===== src/rtl/core/rbhs_pkg.sv =====
// rbhs_pkg: shared types and constants for the bind-and-hop sequencer
// no dependencies; imported by rbhs_link_codes and the top level
package rbhs_pkg;

    typedef enum logic [3:0] {
        ST_BIND      = 4'd0,
        ST_BIND_SEND = 4'd1,
        ST_LISTEN    = 4'd2,
        ST_CHECK     = 4'd3,
        ST_ACK0      = 4'd4,
        ST_ACK1      = 4'd5,
        ST_ACK2      = 4'd6,
        ST_ACK3      = 4'd7,
        ST_ACK4      = 4'd8,
        ST_ACK5      = 4'd9,
        ST_CHANSEL   = 4'd10,
        ST_HOP1      = 4'd11,
        ST_HOP2      = 4'd12,
        ST_HOP3      = 4'd13,
        ST_HOP4      = 4'd14
    } rbhs_state_t;

    typedef enum logic [2:0] {
        ACT_WAIT_TX   = 3'd0,
        ACT_SEND_BIND = 3'd1,
        ACT_LISTEN    = 3'd2,
        ACT_ACK_PREP  = 3'd3,
        ACT_RETRY     = 3'd4,
        ACT_SEND_ACK  = 3'd5,
        ACT_SEND_DATA = 3'd6,
        ACT_RESTARTED = 3'd7
    } rbhs_action_t;

    typedef enum logic [2:0] {
        CFG_START_BIND = 3'd0,
        CFG_RADIO_ID   = 3'd1,
        CFG_HOP_A      = 3'd2,
        CFG_HOP_B      = 3'd3,
        CFG_HOP_C      = 3'd4
    } rbhs_cfg_idx_t;

    typedef struct packed {
        logic [4:0]  sop_index;
        logic [15:0] crc_seed;
    } rbhs_link_t;

    typedef struct packed {
        rbhs_action_t action;
        logic [6:0]   rf_channel;
        logic         transmit_mode;
        logic [4:0]   packet_length;
        logic [15:0]  delay_us;
        logic         new_link_codes;
        logic [4:0]   sop_index;
        logic [15:0]  crc_seed;
        logic         refresh_payload;
        logic         bind_active;
    } rbhs_result_t;

    localparam logic [6:0]  CH_BIND   = 7'h52;
    localparam logic [6:0]  CH_LISTEN = 7'h53;
    localparam logic [6:0]  CH_ACK    = 7'h54;
    localparam logic [6:0]  HOP_RESET = 7'd8;

    localparam logic [7:0]  RX_GOOD_MASK  = 8'h1a;
    localparam logic [7:0]  RX_LEN_BIND   = 8'h0f;
    localparam logic [7:0]  RX_TYPE_BIND  = 8'h03;
    localparam logic [7:0]  TX_DONE_MASK  = 8'h06;

    localparam logic [4:0]  LEN_BIND = 5'd9;
    localparam logic [4:0]  LEN_ACK  = 5'd15;
    localparam logic [4:0]  LEN_DATA = 5'd16;

    localparam logic [15:0] DLY_RESTART  = 16'd2400;
    localparam logic [15:0] DLY_BIND     = 16'd3000;
    localparam logic [15:0] DLY_LISTEN   = 16'd30000;
    localparam logic [15:0] DLY_ACK_PREP = 16'd2000;
    localparam logic [15:0] DLY_RETRY    = 16'd500;
    localparam logic [15:0] DLY_ACK      = 16'd4600;
    localparam logic [15:0] DLY_HOP      = 16'd3550;
    localparam logic [15:0] DLY_FRAME    = 16'd13900;

    localparam logic [7:0]  SOP_TABLE_SIZE = 8'd19;

endpackage


===== src/rtl/core/radio_bind_and_hop_sequencer_unit.sv =====
// radio_bind_and_hop_sequencer_unit: top level of the bind-and-hop sequencer
// depends on rbhs_pkg and rbhs_link_codes
//
//  channel  | handshake            | payload
//  ---------+----------------------+---------------------------------------------
//  s_       | s_valid / s_ready    | kind, tx/rx irq status, rx header, echo id
//  m_       | m_valid / m_ready    | action, channel, mode, length, delay, codes
//  cfg_     | cfg_valid / cfg_ready| cfg_index, cfg_data
//
// one event per clock when not stalled: decision logic sits between the state
// and the output register, so a beat's result shows the next cycle
// s_ready is low only while a held result is not taken (m_ready low)
// reset clears state to data channel select, binding flag and m_valid
// config registers are always ready
module radio_bind_and_hop_sequencer_unit import rbhs_pkg::*; (
    input  logic        aclk,
    input  logic        aresetn,

    input  logic        cfg_valid,
    output logic        cfg_ready,
    input  logic [2:0]  cfg_index,
    input  logic [47:0] cfg_data,

    input  logic        s_valid,
    output logic        s_ready,
    input  logic        s_kind,
    input  logic [7:0]  s_tx_irq_status,
    input  logic [7:0]  s_rx_irq_status,
    input  logic [7:0]  s_rx_length,
    input  logic [7:0]  s_rx_count,
    input  logic [7:0]  s_rx_packet_type,
    input  logic [47:0] s_rx_echo_id,

    output logic        m_valid,
    input  logic        m_ready,
    output logic [2:0]  m_action,
    output logic [6:0]  m_rf_channel,
    output logic        m_transmit_mode,
    output logic [4:0]  m_packet_length,
    output logic [15:0] m_delay_us,
    output logic        m_new_link_codes,
    output logic [4:0]  m_sop_index,
    output logic [15:0] m_crc_seed,
    output logic        m_refresh_payload,
    output logic        m_bind_active
);

    logic         start_bind_reg;
    logic [47:0]  radio_id_reg;
    logic [6:0]   hop_a_reg, hop_b_reg, hop_c_reg;

    rbhs_state_t  state_reg, state_next;
    logic         bind_reg, bind_next;
    logic         m_valid_reg;
    rbhs_result_t res_reg, res_next;

    rbhs_link_t   link;
    logic         s_fire;
    logic         tx_done;
    logic         reply_good;

    assign cfg_ready = 1'b1;
    assign s_ready   = !m_valid_reg || m_ready;
    assign s_fire    = s_valid && s_ready;

    always_ff @(posedge aclk) begin
        if (!aresetn) begin
            start_bind_reg <= 1'b0;
            radio_id_reg   <= '0;
            hop_a_reg      <= HOP_RESET;
            hop_b_reg      <= HOP_RESET;
            hop_c_reg      <= HOP_RESET;
        end else if (cfg_valid) begin
            unique case (cfg_index)
                CFG_START_BIND: start_bind_reg <= cfg_data[0];
                CFG_RADIO_ID:   radio_id_reg   <= cfg_data;
                CFG_HOP_A:      hop_a_reg      <= cfg_data[6:0];
                CFG_HOP_B:      hop_b_reg      <= cfg_data[6:0];
                CFG_HOP_C:      hop_c_reg      <= cfg_data[6:0];
                default: ;
            endcase
        end
    end

    rbhs_link_codes u_link_codes (
        .radio_id (radio_id_reg),
        .link     (link)
    );

    assign tx_done    = (s_tx_irq_status & TX_DONE_MASK) != 8'd0;
    assign reply_good = ((s_rx_irq_status & RX_GOOD_MASK) == RX_GOOD_MASK)
                        && (s_rx_length == RX_LEN_BIND)
                        && (s_rx_count == RX_LEN_BIND)
                        && (s_rx_packet_type == RX_TYPE_BIND)
                        && (s_rx_echo_id == radio_id_reg);

    // next state
    always_comb begin
        state_next = state_reg;
        bind_next  = bind_reg;
        if (s_kind) begin
            state_next = start_bind_reg ? ST_BIND : ST_CHANSEL;
            if (start_bind_reg) begin
                bind_next = 1'b1;
            end
        end else begin
            unique case (state_reg)
                ST_BIND: begin
                    bind_next  = 1'b1;
                    state_next = ST_LISTEN;
                end
                ST_BIND_SEND: state_next = ST_LISTEN;
                ST_LISTEN: begin
                    if (tx_done) begin
                        state_next = ST_CHECK;
                    end
                end
                ST_CHECK: state_next = reply_good ? ST_ACK0 : ST_BIND_SEND;
                ST_ACK0, ST_ACK1, ST_ACK2, ST_ACK3, ST_ACK4, ST_ACK5,
                ST_HOP1, ST_HOP2, ST_HOP3:
                    state_next = rbhs_state_t'(state_reg + 4'd1);
                ST_CHANSEL: begin
                    bind_next  = 1'b0;
                    state_next = ST_HOP2;
                end
                ST_HOP4: state_next = ST_HOP1;
                default: ;
            endcase
        end
    end

    // result fields
    always_comb begin
        res_next             = '0;
        res_next.action      = ACT_WAIT_TX;
        res_next.bind_active = bind_next;
        if (s_kind) begin
            res_next.action   = ACT_RESTARTED;
            res_next.delay_us = DLY_RESTART;
        end else begin
            unique case (state_reg)
                ST_BIND, ST_BIND_SEND: begin
                    res_next.action        = ACT_SEND_BIND;
                    res_next.rf_channel    = CH_BIND;
                    res_next.transmit_mode = 1'b1;
                    res_next.packet_length = LEN_BIND;
                    res_next.delay_us      = DLY_BIND;
                end
                ST_LISTEN: begin
                    if (tx_done) begin
                        res_next.action     = ACT_LISTEN;
                        res_next.rf_channel = CH_LISTEN;
                        res_next.delay_us   = DLY_LISTEN;
                    end else begin
                        // radio still sending: poll again
                        res_next.action        = ACT_WAIT_TX;
                        res_next.rf_channel    = CH_BIND;
                        res_next.transmit_mode = 1'b1;
                    end
                end
                ST_CHECK: begin
                    if (reply_good) begin
                        res_next.action        = ACT_ACK_PREP;
                        res_next.rf_channel    = CH_ACK;
                        res_next.transmit_mode = 1'b1;
                        res_next.delay_us      = DLY_ACK_PREP;
                    end else begin
                        res_next.action     = ACT_RETRY;
                        res_next.rf_channel = CH_LISTEN;
                        res_next.delay_us   = DLY_RETRY;
                    end
                end
                ST_ACK0, ST_ACK1, ST_ACK2, ST_ACK3, ST_ACK4, ST_ACK5: begin
                    res_next.action        = ACT_SEND_ACK;
                    res_next.rf_channel    = CH_ACK;
                    res_next.transmit_mode = 1'b1;
                    res_next.packet_length = LEN_ACK;
                    res_next.delay_us      = DLY_ACK;
                end
                ST_CHANSEL, ST_HOP1, ST_HOP2, ST_HOP3, ST_HOP4: begin
                    res_next.action        = ACT_SEND_DATA;
                    res_next.transmit_mode = 1'b1;
                    res_next.packet_length = LEN_DATA;
                    res_next.delay_us      = (state_reg == ST_HOP4) ? DLY_FRAME : DLY_HOP;
                    if (state_reg == ST_HOP2) begin
                        res_next.rf_channel = hop_b_reg;
                    end else if (state_reg == ST_HOP3) begin
                        res_next.rf_channel = hop_c_reg;
                    end else begin
                        res_next.rf_channel = hop_a_reg;
                    end
                    // channel select falls through into the first hop slot
                    res_next.refresh_payload = (state_reg == ST_CHANSEL)
                                               || (state_reg == ST_HOP1);
                    if (state_reg == ST_CHANSEL) begin
                        res_next.new_link_codes = 1'b1;
                        res_next.sop_index      = link.sop_index;
                        res_next.crc_seed       = link.crc_seed;
                    end
                end
                default: ;
            endcase
        end
    end

    always_ff @(posedge aclk) begin
        if (!aresetn) begin
            state_reg   <= ST_CHANSEL;
            bind_reg    <= 1'b0;
            m_valid_reg <= 1'b0;
        end else begin
            if (s_fire) begin
                state_reg   <= state_next;
                bind_reg    <= bind_next;
                m_valid_reg <= 1'b1;
            end else if (m_ready) begin
                m_valid_reg <= 1'b0;
            end
        end
    end

    always_ff @(posedge aclk) begin
        if (s_fire) begin
            res_reg <= res_next;
        end
    end

    assign m_valid           = m_valid_reg;
    assign m_action          = res_reg.action;
    assign m_rf_channel      = res_reg.rf_channel;
    assign m_transmit_mode   = res_reg.transmit_mode;
    assign m_packet_length   = res_reg.packet_length;
    assign m_delay_us        = res_reg.delay_us;
    assign m_new_link_codes  = res_reg.new_link_codes;
    assign m_sop_index       = res_reg.sop_index;
    assign m_crc_seed        = res_reg.crc_seed;
    assign m_refresh_payload = res_reg.refresh_payload;
    assign m_bind_active     = res_reg.bind_active;

    // link codes only come with the first data beat, binding cleared
    a_codes_on_data: assert property (@(posedge aclk) disable iff (!aresetn)
        (m_valid && m_new_link_codes) |->
            (m_action == ACT_SEND_DATA && m_refresh_payload && !m_bind_active))
        else $error("link codes outside data entry");

    // a wait-tx poll leaves the state alone
    a_poll_holds: assert property (@(posedge aclk) disable iff (!aresetn)
        (s_fire && !s_kind && state_reg == ST_LISTEN && !tx_done) |=>
            (state_reg == ST_LISTEN))
        else $error("state moved on a tx poll");

    // a held result keeps the input stalled
    a_stall: assert property (@(posedge aclk) disable iff (!aresetn)
        (m_valid_reg && !m_ready) |-> !s_ready)
        else $error("input accepted over a held result");

    // binding flag only set through a bind restart or the bind state
    a_bind_rise: assert property (@(posedge aclk) disable iff (!aresetn)
        $rose(bind_reg) |->
            ($past(s_kind) || $past(state_reg) == ST_BIND))
        else $error("binding flag set unexpectedly");

    // data mode never runs with binding active after channel select
    a_hop_unbound: assert property (@(posedge aclk) disable iff (!aresetn)
        (state_reg == ST_HOP1 || state_reg == ST_HOP2 || state_reg == ST_HOP3
         || state_reg == ST_HOP4) |-> !bind_reg || $past(s_fire))
        else $error("hopping while bound flag set");

endmodule


===== src/rtl/core/rbhs_link_codes.sv =====
// rbhs_link_codes: derives the sop code index and crc seed from the radio id
// depends on rbhs_pkg
module rbhs_link_codes import rbhs_pkg::*; (
    input  logic [47:0] radio_id,
    output rbhs_link_t  link
);

    logic [7:0]  id0, id1, id2, id3, id4, id5;
    logic [7:0]  sum;
    logic [12:0] quot_prod;
    logic [3:0]  quot;
    logic [7:0]  quot_times;
    logic [7:0]  rem;
    logic [7:0]  seed_lo, seed_hi;

    assign id0 = radio_id[7:0];
    assign id1 = radio_id[15:8];
    assign id2 = radio_id[23:16];
    assign id3 = radio_id[31:24];
    assign id4 = radio_id[39:32];
    assign id5 = radio_id[47:40];

    assign sum = id0 + id1 + id2 + id3 - id5;

    // sum / 19 as sum * 27 / 512, exact for all 8-bit sums
    assign quot_prod  = {5'd0, sum} * 13'd27;
    assign quot       = quot_prod[12:9];
    assign quot_times = {4'd0, quot} * SOP_TABLE_SIZE;
    assign rem        = sum - quot_times;

    assign seed_lo = id1 - id4 + id5;
    assign seed_hi = id2 + id3 - id4 + id5;

    assign link.sop_index = rem[4:0];
    assign link.crc_seed  = {seed_hi, seed_lo};

endmodule


===== config.mk =====
export PLATFORM = sky130hd
export DESIGN_NAME = radio_bind_and_hop_sequencer_unit
export DESIGN_NICKNAME = d
export VERILOG_FILES = /design/src/rtl/core/rbhs_pkg.sv /design/src/rtl/core/radio_bind_and_hop_sequencer_unit.sv /design/src/rtl/core/rbhs_link_codes.sv
export SDC_FILE = /design/constraint.sdc
export NUM_CORES = 1
export LEC_CHECK = 0
export BUFFER_PORTS_ARGS = -buffer_cell sky130_fd_sc_hd__buf_4
export CORE_MARGIN = 2
export CORE_UTILIZATION = 50
export DETAILED_ROUTE_END_ITERATION = 8
export PLACE_DENSITY_LB_ADDON = 0.2
export SETUP_SLACK_MARGIN = 0.1
export SLEW_MARGIN = 20
export SYNTH_ARGS = -nofsm -noshare
export SYNTH_HDL_FRONTEND = slang
export SYNTH_HIERARCHICAL = 1
export SYNTH_SLANG_ARGS = --single-unit
export TNS_END_PERCENT = 50

===== constraint.sdc =====
create_clock -name aclk -period 7.9 [get_ports aclk]
set_input_delay 1.185 -clock aclk [delete_from_list [all_inputs] [get_ports aclk]]
set_output_delay 1.185 -clock aclk [all_outputs]
set_load 0.005 [all_outputs]

==> results of run 1 <==
per-stage QoR:
stage                     power [mW]  TNS, ns
after floorplan                 4.47        0
after global routing            7.90        0
after CTS                       6.31        0
after global placement          5.19        0
final                           7.12        0
after detailed placement        5.45  -0.0119
where the power goes:
group | leakage, nW | switching (mW) | internal [mW] | total (mW)
logic | 3.49 | 2.64 | 2.89 | 5.52
clock network | 0.275 | 0.320 | 0.414 | 0.733
registers | 1.13 | 0.0265 | 0.836 | 0.863
layout by cell type, fill, tap and decap left out, drive strengths merged, types with 3 or more instances in the layout:
cell and instances:
a211oi 6, a21o 10, a21oi 91, a22oi 3, a31oi 4, and2 23
and3 3, buf 220, clkbuf 18, clkinv 5, conb 3, dfxtp 76
edfxtp 52, fa 48, ha 63, inv 130, mux2i 14, nand2 136
nand2b 5, nand3 15, nand4 14, nor2 51, nor2b 8, nor3 11
nor4 5, o21a 5, o21ai 23, o22ai 4, or2 4, or3 4
xnor2 86, xor2 8
critical path: cells and delay by family (launching register included):
| family | cells | cell delay [ns] |
|---|---|---|
| fa+ha+maj | 12 | 4.66 |
| xor+xnor | 6 | 1.04 |
| compound gates | 5 | 0.89 |
| flops | 1 | 0.36 |
| simple gates | 3 | 0.34 |
| buf+inv | 3 | 0.15 |
worst min-delay path by stage:
stage                         startpoint                        end  cells after the start
6_report       hop_b_reg[0]$_SDFFE_PN0P_  hop_b_reg[0]$_SDFFE_PN0P_                      2
3_3_place_gp   hop_b_reg[2]$_SDFFE_PN0P_  hop_b_reg[2]$_SDFFE_PN0P_                      2
2_1_floorplan  hop_b_reg[4]$_SDFFE_PN0P_  hop_b_reg[4]$_SDFFE_PN0P_                      2
3_5_place_dp   hop_b_reg[0]$_SDFFE_PN0P_  hop_b_reg[0]$_SDFFE_PN0P_                      2
5_1_grt        hop_b_reg[1]$_SDFFE_PN0P_  hop_b_reg[1]$_SDFFE_PN0P_                      2
4_1_cts        hop_b_reg[0]$_SDFFE_PN0P_  hop_b_reg[0]$_SDFFE_PN0P_                      2
area by class of cell:
cell class | count | area (um^2) | area share [%]
clock buffer | 18 | 439 | 3.89
sequential | 128 | 3090 | 27.3
timing repair buffer | 220 | 1650 | 14.6
multi-input combinational | 678 | 5270 | 46.7
clock inverter | 14 | 103 | 0.908
tap | 225 | 282 | 2.49
inverter | 122 | 462 | 4.09
cell families (layout without fill, tap and decap cells):
group                      after synthesis  in the layout  synth area share, %
xor gates and xnor gates                94             94                 9.54
muxes                                   14             14                 1.60
AOI/OAI and AO/OA                      166            166                 11.1
DFF                                    128            128                 35.1
other                                    2              3               0.0855
and+or+nand+nor                        290            290                 15.6
buffers and inverters                  161            374                 7.09
adders and majority gates              111            111                 19.9
routing by layer:
layer  global-route usage [%]  vias up
li1                         -     3605
met1                     32.6     3533
met2                     42.0      309
met3                     6.85       48
met4                     9.26        0
met5                        0        -
what timing repair did:
action                                  CTS  global route
setup buffers                             2             5
gates resized for setup                   4            28
endpoints found under the setup margin    1             2
pin swaps                                 5            31
==> flow_summary.yaml, run 1 <==
status:
  outcome: "complete, no violations"
power_and_ir_drop:
  cellPowerDensity_nw_per_um2: 630
  ir_drop_v: 0.00142
  power_leakage_nw: 4.90
die:
  die_x_um: 137
  rows: 48
  fp.dieH_um: 137
  start_util_pct: 51.0
  ios: 204
  dieArea_um2: 18600
  core_area_um2: 17200
clock_tree:
  insertion_delay_ns: 0.43
  cts_sinks: 128
  ctsHoldBuffers: 0
  clk_pin_slew_ns: 0.06
  clk_path_buf_depth: 2
  numCtsBuffers: 17
  cts_max_level: 4
  cts_tree: "yes"
  clock-root-buffer: "clkbuf_16"
layout:
  antenna_cells: 0
  largest_reg_flops: 48
  layout.nets: 1423
  area_growth_pct: 28.6
  drive_gt1_share_pct: 25.4
  nFillCells: 1402
  instances_no_fill: 1405
  final_util_pct: 65.5
  final_area_um2: 11300
yosys:
  synthTopCellsByArea: "edfxtp_1 (18%), dfxtp_1 (17%), fa_1 (11%)"
  ys_top_cells_by_count: "nand2_1 (135), inv_1 (120), a21oi_1 (91)"
  yosysMostFrequentCell: "nand2_1"
  yosys_register_bits: 128
  yosys.area.top_type: "edfxtp_1"
  syn_area_um2: 8780
  synth_cell_type_count: 63
  synthCells: 966
  ys_seq_area_share_pct: 35.1
  synth_top_cell_area_share_pct: 17.8
  synthFlopType: "dfxtp_1"
  synth.avg_cell_area_um2: 9.09
  synthArstFlopShare_pct: 0
  ys_warn_count: 6
  synth_edf_count: 52
placed_design:
  gp_congestion: 0.939
  post_dp_cell_area_um2: 10500
  place_ws_ns: -0.0119
  port_buffers: 189
  place_hpwl_um: 17900
  placedCellCount: 1366
critical_path:
  slowest_stage: "fa_1"
  startpoint: "radio_id_reg[9]$_SDFFE_PN0P_"
  r2r_slack_ns: 0.23
  crit_path_end: "m_sop_index[4]$_SDFFCE_PP0P_"
  cpPeakStageDelay_ns: 0.53
  crit_path_end_kind: "flop"
  cp_max_fo: 5
  critical_path_class: "flop to flop"
  crit_path_frequent_cell: "ha_1"
  cp.required_ns: 8.08
  critical_path.startpoint_type: "flop"
  r2r-start: "radio_id_reg[9]$_SDFFE_PN0P_"
  worstRegToRegCells: 29
  worstPathArrival_ns: 7.85
  reg2reg_to: "m_sop_index[4]$_SDFFCE_PP0P_"
timing:
  period_needed_ns: 7.67
  setup_viol: 0
  worst_pin_slew_ns: 0.952
  fin_skew_ns: 0.0103
  report.final.slew_viol_count: 0
  fin_ws_ns: 0.234
  post-route-period-util_pct: 97.0
  clock.fmax_mhz: 130
  rsz0062_at_grt: "yes"
  relSlewSlack_pct: 34.9
  holdWs_ns: 0.456
  hold_viol: 0
global_routing:
  grt_pass1_wl_um: 36400
  grt_pass1_vias: 7232
  grt_overflow: 0
  grt_use_total_pct: 25.6
  antenna_found_initial: 0
  grt_max_degree: 64
flow_run:
  cap_violations: 0
drt:
  wl_per_cell_um: 17.0
  first_pass_iters: 5
  initialDrtViolationCount: 485
  met3WireLength_um: 1810
  ant_nets: 0
  top_layer: "met4"
  routed_wl_um: 23800
  met1_length_um: 9930
  viasPerCell: 5.33
  drc_errors: 0
  vias: 7495
  wl_met2_um: 11500
worst_hold_path:
  hold_class: "flop to flop"
Power figures use the tool's default switching activity.
==> inputs of run 2 (changes only) <==
SYNTH_HIERARCHICAL = unset   (was 1)
==> run 2 against run 1 <==
  * Via count decreased by 2.4%
  * Largest cell class unchanged
  * Combinational power decreased by 7.8%
  * Highest routed layer is now met5
  * Cell count decreased by 0.43%
==> flow_summary.yaml, run 2 <==
timing:
  worst_pin_slew_ns: 0.861
  rsz0062_at_grt: "no"
  fin_skew_ns: 0.0118
  post-route-period-util_pct: 94.7
  hold_viol: 0
  fin_ws_ns: 0.418
  relSlewSlack_pct: 42.6
  report.final.slew_viol_count: 0
  setup-tns-final_ns: 0
  period_needed_ns: 7.48
  clock.fmax_mhz: 134
  holdWs_ns: 0.457
  setup_viol: 0
critical_path:
  critical_path.startpoint_type: "flop"
  slowest_stage: "fa_1"
  cp_max_fo: 3
  crit_path_end_kind: "flop"
  crit_path_frequent_cell: "fa_1"
  critical_path_class: "flop to flop"
  cpPeakStageDelay_ns: 0.58
  worstPathArrival_ns: 7.75
  r2r-start: "radio_id_reg[1]$_SDFFE_PN0P_"
  cp.required_ns: 8.16
  reg2reg_to: "m_sop_index[4]$_SDFFCE_PP0P_"
  worstRegToRegCells: 29
  r2r_slack_ns: 0.42
die:
  core_area_um2: 17200
  start_util_pct: 50.8
  fp.dieH_um: 136
  die_x_um: 136
  rows: 48
  dieArea_um2: 18500
  ios: 204
yosys:
  muxShareOfSynthArea_pct: 1.97
  synth_edf_count: 52
  synthArstFlopShare_pct: 0
  synth_adder_area_share_pct: 20.0
  synth-compound-area-share_pct: 11.1
  synthCells: 959
  synthFlopType: "dfxtp_1"
  synth_top_family_by_area: "adder cells"
  synth_top_cell_area_share_pct: 17.9
  ys_warn_count: 0
  synth_xor_area_share_pct: 9.24
  ys_top_cells_by_count: "nand2_1 (142), inv_1 (112), a21oi_1 (87)"
  synthSimpleGateAreaFrac_pct: 15.1
  ys_seq_area_share_pct: 35.4
  syn_area_um2: 8720
  synth.avg_cell_area_um2: 9.09
  yosys.area.top_type: "edfxtp_1"
  synthTopCellsByArea: "edfxtp_1 (18%), dfxtp_1 (17%), fa_1 (11%)"
  yosysMostFrequentCell: "nand2_1"
  yosys_register_bits: 128
  synth_cell_type_count: 63
layout:
  area_growth_pct: 30.0
  final_area_um2: 11300
  layout.nets: 1416
  multi_input_area_um2: 5170
  antenna_cells: 0
  layout_commonest_cell: "buf_4"
  ff_latch_area_um2: 3080
  nFillCells: 1471
  drive_gt1_share_pct: 25.6
  largest_reg_flops: 48
  final_cell_mix: "buf_4 (221), nand2_1 (142), inv_1 (107)"
  instances_no_fill: 1399
flow_run:
  cap_violations: 0
drt:
  routed_wl_um: 23200
  viasPerCell: 5.23
  drc_errors: 0
  wl_per_cell_um: 16.6
  first_pass_iters: 5
  initialDrtViolationCount: 432
  ant_nets: 0
  vias: 7315
placed_design:
  placedCellCount: 1359
  place_ws_ns: -0.0424
  post_dp_cell_area_um2: 10400
  port_buffers: 189
  place_hpwl_um: 17500
  gp_congestion: 0.911
worst_hold_path:
  hold_depth: 2
  hold_start: "hop_b_reg[5]$_SDFFE_PN0P_"
  min_to: "hop_b_reg[5]$_SDFFE_PN0P_"
  hold_class: "flop to flop"
power_and_ir_drop:
  ir_drop_v: 0.00149
  power_leakage_nw: 5.09
  cellPowerDensity_nw_per_um2: 602
global_routing:
  antenna_found_initial: 1
  grt_pass1_wl_um: 36100
  grt_pass1_vias: 6984
  grt_max_degree: 70
  grt_use_total_pct: 25.5
  grt_overflow: 0
clock_tree:
  insertion_delay_ns: 0.42
  cts_sinks: 128
  numCtsBuffers: 17
  cts_tree: "yes"
  cts_max_level: 4
  clk_pin_slew_ns: 0.06
  clock-root-buffer: "clkbuf_16"
  clk_path_buf_depth: 2
  ctsHoldBuffers: 0
status:
  outcome: "complete, no violations"
==> run 2: cell types whose count changed after synthesis, sizes merged, moves of 4 or more <==
| cell | before | now |
|---|---|---|
| nor3 | 11 | 15 |
| xnor2 | 86 | 30 |
| nand2 | 136 | 142 |
| nand4 | 14 | 9 |
| and2 | 23 | 2 |
| nor4 | 5 | 14 |
| xor2 | 8 | 56 |
| and3 | 3 | 7 |
| nor2 | 51 | 61 |
| a21oi | 91 | 87 |
==> run 2: final cells by class <==
cell class	instances	area share, %
clock inverters	8	1.16
well taps	225	2.48
flip-flops and latches	128	27.2
multi-input cells	672	45.6
repair buffers	222	14.8
clock buffers	24	4.74
inverters	120	3.97
==> run 2: timing repair <==
action | in CTS | in global routing
endpoints found under the setup margin | 1 | 2
pin swaps | 5 | 22
gates resized for setup | 5 | 25
buffers inserted | 1 | 6
==> run 2: how the worst max path moves through the flow <==
stage	start	endpoint	slack [ns]	cells after the start
CTS	radio_id_reg[41]$_SDFFE_PN0P_	m_sop_index[4]$_SDFFCE_PP0P_	0.14	30
finish	radio_id_reg[1]$_SDFFE_PN0P_	m_sop_index[4]$_SDFFCE_PP0P_	0.42	29
global placement	radio_id_reg[1]$_SDFFE_PN0P_	m_sop_index[4]$_SDFFCE_PP0P_	0.13	29
detailed placement	radio_id_reg[41]$_SDFFE_PN0P_	m_sop_index[4]$_SDFFCE_PP0P_	-0.04	30
floorplan	radio_id_reg[41]$_SDFFE_PN0P_	m_sop_index[4]$_SDFFCE_PP0P_	0.25	30
global route	radio_id_reg[41]$_SDFFE_PN0P_	m_sop_index[4]$_SDFFCE_PP0P_	0.07	30
==> run 2: logic make-up after synthesis <==
group,Yosys count
AND/OR/NAND/NOR,290
AO/OA/AOI/OAI,164
buffers and inverters,160
flip-flops,128
adder cells (fa/ha/maj),110
XOR/XNOR,88
multiplexers,17
other,2
==> run 2: per-layer routing <==
metal | global-route usage (%) | part of all wire, % | wire length, um | vias to the layer above
li1 | - | - | - | 3597
met1 | 34.6 | 44 | 10200 | 3411
met2 | 40.3 | 47 | 10900 | 264
met3 | 5.56 | 6.6 | 1520 | 41
met4 | 9.26 | 2.6 | 602 | 2
met5 | 0 | 0.065 | 15 | -
==> run 2: per-stage QoR <==
step	utilization (%)	power, mW
floorplan	-	4.48
global placement	60.8	5.26
detailed placement	60.8	5.42
CTS	64.9	6.48
global route	66.0	7.55
finish	66.0	6.82
==> run 2: where the power goes <==
part | internal [mW] | switching [mW]
Clock | 0.576 | 0.301
Combinational | 2.62 | 2.47
Sequential | 0.830 | 0.0261
==> run 2: critical path: cells and delay by family (launching register included) <==
kind | cells | cell delay (ns)
xor gates and xnor gates | 4 | 0.67
buffers and inverters | 5 | 0.26
AOI/OAI and AO/OA | 6 | 0.92
adders and majority gates | 12 | 4.90
and+or+nand+nor | 2 | 0.26
DFF | 1 | 0.34
==> inputs of run 3 (changes only) <==
CORE_UTILIZATION = 59   (was 50)
clock period = 8.8 ns   (was 7.9 ns; I/O delays follow)
==> run 3 against run 2 <==
  * Clock-buffer cell count shrank 5
  * Global-route usage up 2.8 points
  * Routed wire length down 2.3%
  * Flip-flop and latch count did not move
==> flow_summary.yaml, run 3 (synthesis gave the netlist of run 2 again) <==
global_routing:
  grt_pass1_vias: 7143
  grt_pass1_wl_um: 35500
  antenna_found_initial: 0
  grt_util_met2_pct: 46.2
  grt_use_met1_pct: 38.4
  grt-busiest-layer: "met2"
  grt_util_met3_pct: 5.43
  grt_max_degree: 71
  grt_use_total_pct: 28.3
  grt_overflow: 0
drt:
  drc_errors: 0
  routed_wl_um: 22600
  initialDrtViolationCount: 531
  viasPerCell: 5.55
  wl_per_cell_um: 17.0
  vias: 7393
  ant_nets: 0
  first_pass_iters: 5
timing:
  worst_pin_slew_ns: 0.876
  fin_ws_ns: 0.550
  fin_skew_ns: 0.00681
  setup_viol: 0
  report.final.slew_viol_count: 0
  clock.fmax_mhz: 121
  rsz0062_at_grt: "no"
  period_needed_ns: 8.25
  setup-tns-final_ns: 0
  hold_viol: 0
  post-route-period-util_pct: 93.8
  relSlewSlack_pct: 41.6
layout:
  final_area_um2: 10800
  largest_reg_flops: 48
  area_growth_pct: 24.3
  drive_gt1_share_pct: 21.7
  nFillCells: 1117
  layout.nets: 1389
  final_cell_mix: "buf_4 (194), nand2_1 (142), inv_1 (112)"
  instances_no_fill: 1331
  layout_commonest_cell: "buf_4"
  antenna_cells: 0
status:
  outcome: "complete, no violations"
clock_tree:
  ctsHoldBuffers: 0
  numCtsBuffers: 17
  cts_max_level: 4
  cts_tree: "yes"
  insertion_delay_ns: 0.43
  clk_path_buf_depth: 2
  cts_sinks: 128
  cts_setup_buffers: 0
  clock-root-buffer: "clkbuf_16"
  clk_pin_slew_ns: 0.06
critical_path:
  worstPathArrival_ns: 8.52
  slowest_stage: "fa_1"
  critical_path.startpoint_type: "flop"
  cpPeakStageDelay_ns: 0.53
  cp.required_ns: 9.07
  critical_path_class: "flop to flop"
  cp_max_fo: 5
  crit_path_end_kind: "flop"
die:
  core_area_um2: 14500
  start_util_pct: 60.2
  dieArea_um2: 15800
  die_x_um: 126
  fp.dieH_um: 126
  ios: 204
  rows: 44
placed_design:
  place_ws_ns: 0.572
  post_dp_cell_area_um2: 10200
  gp_congestion: 0.903
  placedCellCount: 1298
  place_hpwl_um: 17000
  port_buffers: 189
flow_run:
  cap_violations: 0
power_and_ir_drop:
  cellPowerDensity_nw_per_um2: 523
  ir_drop_v: 0.00123
  power_leakage_nw: 4.89
worst_hold_path:
  hold_class: "flop to flop"
[run 3: cell count changes in the layout (fill, tap and decap cells not counted), sizes merged]
| cell | change |
|---|---|
| bufinv | -3 |
| clkbuf | -5 |
| clkinv | +5 |
| clkinvlp | +1 |
| buf | -27 |
| inv | +2 |
[run 3: report_power, final]
part	leakage (nW)	internal, mW	switching [mW]
clock network	0.282	0.389	0.286
registers	1.13	0.746	0.0267
logic	3.48	2.04	2.17
[run 3: worst paths after layout]
check | startpoint | endpoint | slack [ns] | cells past startpoint
max | radio_id_reg[43]$_SDFFE_PN0P_ | m_sop_index[4]$_SDFFCE_PP0P_ | 0.55 | 32
min | hop_b_reg[2]$_SDFFE_PN0P_ | hop_b_reg[2]$_SDFFE_PN0P_ | 0.46 | 2
max reg2reg | radio_id_reg[43]$_SDFFE_PN0P_ | m_sop_index[4]$_SDFFCE_PP0P_ | 0.55 | 32
min reg2reg | hop_b_reg[2]$_SDFFE_PN0P_ | hop_b_reg[2]$_SDFFE_PN0P_ | 0.46 | 2
[run 3: critical path, delay by kind of cell (launching register included)]
kind / cells / cell delay [ns]
xor gates and xnor gates: 5 / 0.92
and+or+nand+nor: 2 / 0.29
adders and majority gates: 10 / 4.43
AOI/OAI and AO/OA: 7 / 1.31
DFF: 1 / 0.48
buffers and inverters: 8 / 0.66
[run 3: metrics by stage]
stage,total power [mW],util (%),hold WS (ns)
floorplan,4.03,-,0.433
global placement,4.62,70.8,0.442
detailed placement,4.82,70.8,0.448
CTS,5.66,74.7,0.456
global route,6.19,74.9,0.480
finish,5.66,74.9,0.455
[run 3: area by class of cell]
type	count	area, um^2	area share [%]
multi-input combinational	672	5040	46.5
sequential	128	3080	28.4
timing repair buffer	195	1480	13.6
clock buffer	19	464	4.28
inverter	120	450	4.16
tap	184	230	2.12
clock inverter	13	98.8	0.912
[run 3: what timing repair did]
item,in CTS,in global routing
setup endpoints to repair,0,1
gates resized for setup,0,2
endpoints found under the hold margin,0,0
[run 3: routing by layer]
layer,wire length (um),share of wire [%]
met1,9310,41
met2,10900,48
met3,1920,8.5
met4,454,2.0
met5,0,0
